$ cat src/hw/rtl/polygon_cell_canopy_marker_defines.svh
// ----------------------------------------------------------------------------
// Polygon cell canopy marker assertion macros
// Shared assertion forms, clocked on clk and disabled while rst_n is low.
// ----------------------------------------------------------------------------
`ifndef POLYGON_CELL_CANOPY_MARKER_DEFINES_SVH
`define POLYGON_CELL_CANOPY_MARKER_DEFINES_SVH

// condition true in the cycle after antecedent
`define PCM_ASSERT_NEXT(lbl, ante, cons) \
    lbl: assert property (@(posedge clk) disable iff (!rst_n) (ante) |=> (cons)) \
        else $error("pcm assertion failed");

// condition true in the same cycle as antecedent
`define PCM_ASSERT_SAME(lbl, ante, cons) \
    lbl: assert property (@(posedge clk) disable iff (!rst_n) (ante) |-> (cons)) \
        else $error("pcm assertion failed");

`endif

$ cat src/hw/rtl/pcm_pkg.sv
// ----------------------------------------------------------------------------
// pcm_pkg
// Shared types and constants of the polygon cell canopy marker.
// ----------------------------------------------------------------------------
package pcm_pkg;

    localparam int MAX_VERTS_DEF  = 64;
    localparam int MAX_LEVELS_DEF = 256;
    localparam int COORD_BITS_DEF = 24;

    localparam int HGT_BITS  = 24;             // heights, Q16.8
    localparam int CW_BITS   = 16;             // cell width
    localparam int CIDX_BITS = 12;             // cell index
    localparam int CXW       = CIDX_BITS + 1 + CW_BITS; // doubled center
    localparam int CFG_BITS  = 24;

    localparam logic [1:0] REQ_VERT  = 2'd0;
    localparam logic [1:0] REQ_LEVEL = 2'd1;
    localparam logic [1:0] REQ_QUERY = 2'd2;
    localparam logic [1:0] REQ_CLEAR = 2'd3;

    localparam logic [1:0] CFG_CWX   = 2'd0;
    localparam logic [1:0] CFG_CWY   = 2'd1;
    localparam logic [1:0] CFG_CBASE = 2'd2;
    localparam logic [1:0] CFG_CTOP  = 2'd3;

    typedef struct packed {
        logic load_vert;
        logic load_lvl;
        logic clear;
        logic q_start;
        logic run;
        logic finish;
    } pcm_cmd_t;

    typedef struct packed {
        logic walk_done;
        logic scan_done;
    } pcm_stat_t;

endpackage

$ cat src/hw/rtl/pcm_ctrl.sv
// ----------------------------------------------------------------------------
// pcm_ctrl
// Sequencer: decodes requests, runs a query through walk/scan, then finish.
// ----------------------------------------------------------------------------
`include "polygon_cell_canopy_marker_defines.svh"

module pcm_ctrl
    import pcm_pkg::*;
(
    input  logic      clk,
    input  logic      rst_n,
    input  logic      start,
    input  logic [1:0] req_type,
    input  pcm_stat_t stat,
    output pcm_cmd_t  cmd,
    output logic      busy
);

    localparam logic [1:0] ST_IDLE = 2'd0;
    localparam logic [1:0] ST_RUN  = 2'd1;
    localparam logic [1:0] ST_FIN  = 2'd2;

    logic [1:0] state_reg;
    logic [1:0] state_next;

    always_ff @(posedge clk or negedge rst_n)
    begin
        if (!rst_n)
        begin
            state_reg <= ST_IDLE;
        end
        else
        begin
            state_reg <= state_next;
        end
    end

    always_comb
    begin
        state_next = state_reg;
        cmd        = '0;
        unique case (state_reg)
            ST_IDLE:
            begin
                if (start)
                begin
                    unique case (req_type)
                        REQ_VERT:  cmd.load_vert = 1'b1;
                        REQ_LEVEL: cmd.load_lvl  = 1'b1;
                        REQ_CLEAR: cmd.clear     = 1'b1;
                        REQ_QUERY:
                        begin
                            cmd.q_start = 1'b1;
                            state_next  = ST_RUN;
                        end
                        default: ;
                    endcase
                end
            end
            ST_RUN:
            begin
                cmd.run = 1'b1;
                if (stat.walk_done && stat.scan_done)
                begin
                    state_next = ST_FIN;
                end
            end
            ST_FIN:
            begin
                cmd.finish = 1'b1;
                state_next = ST_IDLE;
            end
            default:
            begin
                state_next = ST_IDLE;
            end
        endcase
    end

    assign busy = (state_reg != ST_IDLE);

    `PCM_ASSERT_NEXT(a_fin_idle, state_reg == ST_FIN, state_reg == ST_IDLE)
    `PCM_ASSERT_NEXT(a_query_run, cmd.q_start, state_reg == ST_RUN)
    `PCM_ASSERT_NEXT(a_load_idle, cmd.load_vert || cmd.load_lvl || cmd.clear,
        state_reg == ST_IDLE)
    `PCM_ASSERT_SAME(a_fin_done, cmd.finish, stat.walk_done && stat.scan_done)

endmodule

$ cat config.mk
export PLATFORM = sky130hd
export DESIGN_NAME = pcm_ctrl
export DESIGN_NICKNAME = d
export VERILOG_FILES = /design/src/hw/rtl/pcm_pkg.sv /design/src/hw/rtl/pcm_ctrl.sv
export VERILOG_INCLUDE_DIRS = /design/src /design/src/hw/rtl
export SDC_FILE = /design/constraint.sdc
export NUM_CORES = 1
export LEC_CHECK = 0
export ABC_AREA = 1
export BUFFER_PORTS_ARGS = -buffer_cell sky130_fd_sc_hd__buf_2
export CAP_MARGIN = 20
export CORE_AREA = 3 3 40 42
export DETAILED_ROUTE_END_ITERATION = 7
export DIE_AREA = 0 0 43 45
export SETUP_SLACK_MARGIN = 0.4
export SYNTH_ARGS = -nofsm -noshare
export SYNTH_HDL_FRONTEND = slang
export SYNTH_SLANG_ARGS = --single-unit
export TNS_END_PERCENT = 30
$ cat constraint.sdc
create_clock -name clk -period 2.26 [get_ports clk]
set_input_delay 0.452 -clock clk [delete_from_list [all_inputs] [get_ports clk]]
set_output_delay 0.452 -clock clk [all_outputs]
set_load 0.02 [all_outputs]
== Word-level counts from Yosys, hierarchy flattened ==
Cells that the tools add are included.
Word-level totals
  word-level logic and storage cells: 26
  memory bits (read-only): 0
  bits of input ports: 7
  memory bits (writable): 0
  memories: 0
  output and inout bits: 7
  register bits after elaboration: 2
  bits in latches: 0
Operators by class
  muxes and demuxes: 12
  multiply operators: 0
  div/mod/pow operators: 0
  bitwise gates (word level): 0
  $add $sub $neg: 0
  shift operators: 0
  reductions and logical operators: 5
  order comparisons: 0
  equal/unequal tests: 8
Operators with widths (count)
  4-bit 2-to-1 mux: 2
  2-bit equality test, second input constant: 3
  1-bit 2-to-1 mux: 6
  2-bit 2-to-1 mux: 3
  2-bit by 1-bit equality test with 1-bit output, second input constant: 2
  2-bit zero test: 2
  2-bit inequality test, second input constant: 2
  2-bit one-hot mux with 2 select lines: 1
  3-bit AND reduction: 1
  2-bit by 1-bit inequality test with 1-bit output, second input constant: 1
  2-bit nonzero test: 1
  1-bit logical AND: 1

== Longest topological paths before layout ==
  depth in word-level cells: 4
  depth in mapped cells: 5
  gate-level depth less buffers: 5

== Least setup slack after synthesis ==
OpenSTA, ideal clock, no wires.
  kind: reg2out
  from: register state_reg[1]
  to: output cmd[3] (netlist bit)
  required time: 1.808 ns
  cell stages (with the launch flop): 4
  data arrival time: 0.879 ns
  slack: 0.929 ns
  path through: dfrtp_1 nor2_2 nand2_2 nor2_1
RTL lines
  start, declared: line pcm_ctrl.sv:23  | logic [1:0] state_reg;
  start signal, assigned: line pcm_ctrl.sv:34  | state_reg <= state_next;
  end, declared: line pcm_ctrl.sv:15  | output pcm_cmd_t cmd,

==> flow_summary.json <==
{
  "fmax_mhz": 645,
  "report.final.hold_viol_count": 0,
  "diodes": 0,
  "drt_wl_total_um": 374,
  "grt_first_pass_wirelength_um": 593,
  "vias": 184,
  "clock-sinks": 2,
  "netlist_instances": 25,
  "dpl_cell_area_um2": 221,
  "io_buffer_count": 13,
  "ios": 14,
  "p_per_area_nw_per_um2": 712,
  "ys_seq_area_frac": 0.345,
  "fin_skew_ns": 0.00599,
  "path_cells": "nor2_2 > nand2_1 > nor2_1 > buf_2",
  "first_pass_iters": 1,
  "fin_hold_ws_ns": 0.482,
  "overflow": 0,
  "min_path_type": "in -> reg",
  "end_kind": "primary output",
  "initialDrtViolationCount": 0,
  "ys_seq_elements": 2,
  "flow.area_growth_from_synthesis_pct": 75.0,
  "power_mw": 0.181,
  "wl_per_cell_um": 6.68,
  "fp-row-count": 13,
  "reg2regPathDepth": 3,
  "cts_tree": "done",
  "fp.dieH_um": 45,
  "grt.total_usage": 0.0541,
  "fin_tns_setup_ns": 0,
  "worstSetupStartpointType": "flip-flop",
  "tightest_slew_ns": 0.171,
  "post_cts_buffers": 0,
  "cts_buffers": 3,
  "syn-num-nets": 32,
  "place_congestion": 0.626,
  "h-tree-depth": 1,
  "ant_nets": 0,
  "viasPerCell": 3.29,
  "finalNonFillerCells": 56,
  "synth.cell_area_um2": 145,
  "clock_path_buffers": 2,
  "core_area_um2": 1280,
  "arrival_ns": 1.10,
  "rsz0062_at_grt": "false",
  "vdd_drop_max_mv": 0.140,
  "crit_slowest_cell": "dfrtp_1",
  "remaining_drc_errors": 0,
  "avgSynthCellArea_um2": 5.81,
  "grt_antenna_before_repair": 0,
  "start_util": 0.113,
  "rr_endpoint": "state_reg[0]",
  "crit_required_ns": 1.81,
  "final_cell_mix": "buf_2 (13), nand2_1 (8), inv_1 (6), nor2_1 (6), clkbuf_4 (3)",
  "slew_viol_final": 0,
  "r2r-start": "state_reg[0]",
  "layout_commonest_cell": "buf_2",
  "max-cap-violations": 0,
  "root_buffer": "clkbuf_4",
  "regToRegSetupSlack_ns": 1.49,
  "first_global_vias": 154,
  "yosys_warnings": 0,
  "status": "completed",
  "grt_max_degree": 5,
  "drive_above_1_share": 0.439,
  "crit_fanout": 4,
  "nets": 50,
  "die_w_um": 43,
  "placed_cells": 52,
  "p_leak_nw": 0.177,
  "crit_type": "reg -> out",
  "clkTransAtPathRegs_ns": 0.03,
  "setup_viol": 0,
  "postLayoutCellArea_um2": 254,
  "holdCritStartpoint": "stat[0]",
  "min_period_over_period": 0.686,
  "holdPathStages": 3,
  "insertion_delay_ns": 0.23,
  "slowest_delay_ns": 0.39,
  "largest_reg_flops": 2,
  "synthDistinctLibCells": 7,
  "hold_path_end": "state_reg[1]",
  "max_slew_margin": 0.886,
  "die_area_um2": 1940,
  "period_needed_ns": 1.55
}
## worst max-delay path by stage
stage	start	endpoint	slack (ns)	cells past startpoint
floorplan	state_reg[1]	cmd[3]	0.93	3
global placement	req_type[1]	cmd[2]	0.85	6
detailed placement	req_type[1]	cmd[2]	0.84	6
CTS	state_reg[1]	cmd[5]	0.68	4
global route	state_reg[1]	cmd[4]	0.56	4
finish	state_reg[0]	cmd[5]	0.71	4
## power by group
part           internal [mW]  leakage [nW]  switching [mW]
combinational         0.0203         0.137          0.0363
sequential            0.0402        0.0266         0.00330
clock                 0.0588        0.0138          0.0220
## synth_stat cells
master	number	area [um^2]
nand2_2	1	6.26
buf_4	1	7.51
nor2_2	1	6.26
nor2_1	6	22.5
inv_1	6	22.5
nand2_1	8	30.0
dfrtp_1	2	50.1
## layer usage
layer  up-vias  GRT usage  part of all wire
met5         -          0                 0
met4         0      0.127             0.045
met3         2     0.0279             0.061
met2         8     0.0569              0.49
met1        72     0.0434              0.40
li1        102          -                 -
## critical path, delay by kind of cell (launching register included)
kind	cells	cell delay, ns
flip-flops	1	0.39
buffers and inverters	1	0.16
AND/OR/NAND/NOR	3	0.32
## cells by family (layout without fill, tap and decap cells)
kind of cell / Yosys count / after routing / share of synthesized area
DFF: 2 / 2 / 0.345
and+or+nand+nor: 16 / 16 / 0.448
buffers and inverters: 7 / 23 / 0.207
## through the flow
step / setup slack (ns) / util
finish: 0.709 / 0.198
global route: 0.556 / 0.198
CTS: 0.685 / 0.198
detailed placement: 0.838 / 0.172
global placement: 0.846 / 0.172
floorplan: 0.929 / -
## layout make-up
cell class	instances	area, um^2
Clock buffer	3	22.5
Fill cell	156	1030
Inverter	6	22.5
Multi-Input combinational cell	16	65.1
Sequential cell	2	50.0
Tap cell	15	18.8
Timing Repair Buffer	14	75.1
## what timing repair did
action	CTS	global route
hold buffers	1	0
resized for setup	0	0
hold endpoints to repair	2	0
Power figures use the tool's default switching activity.
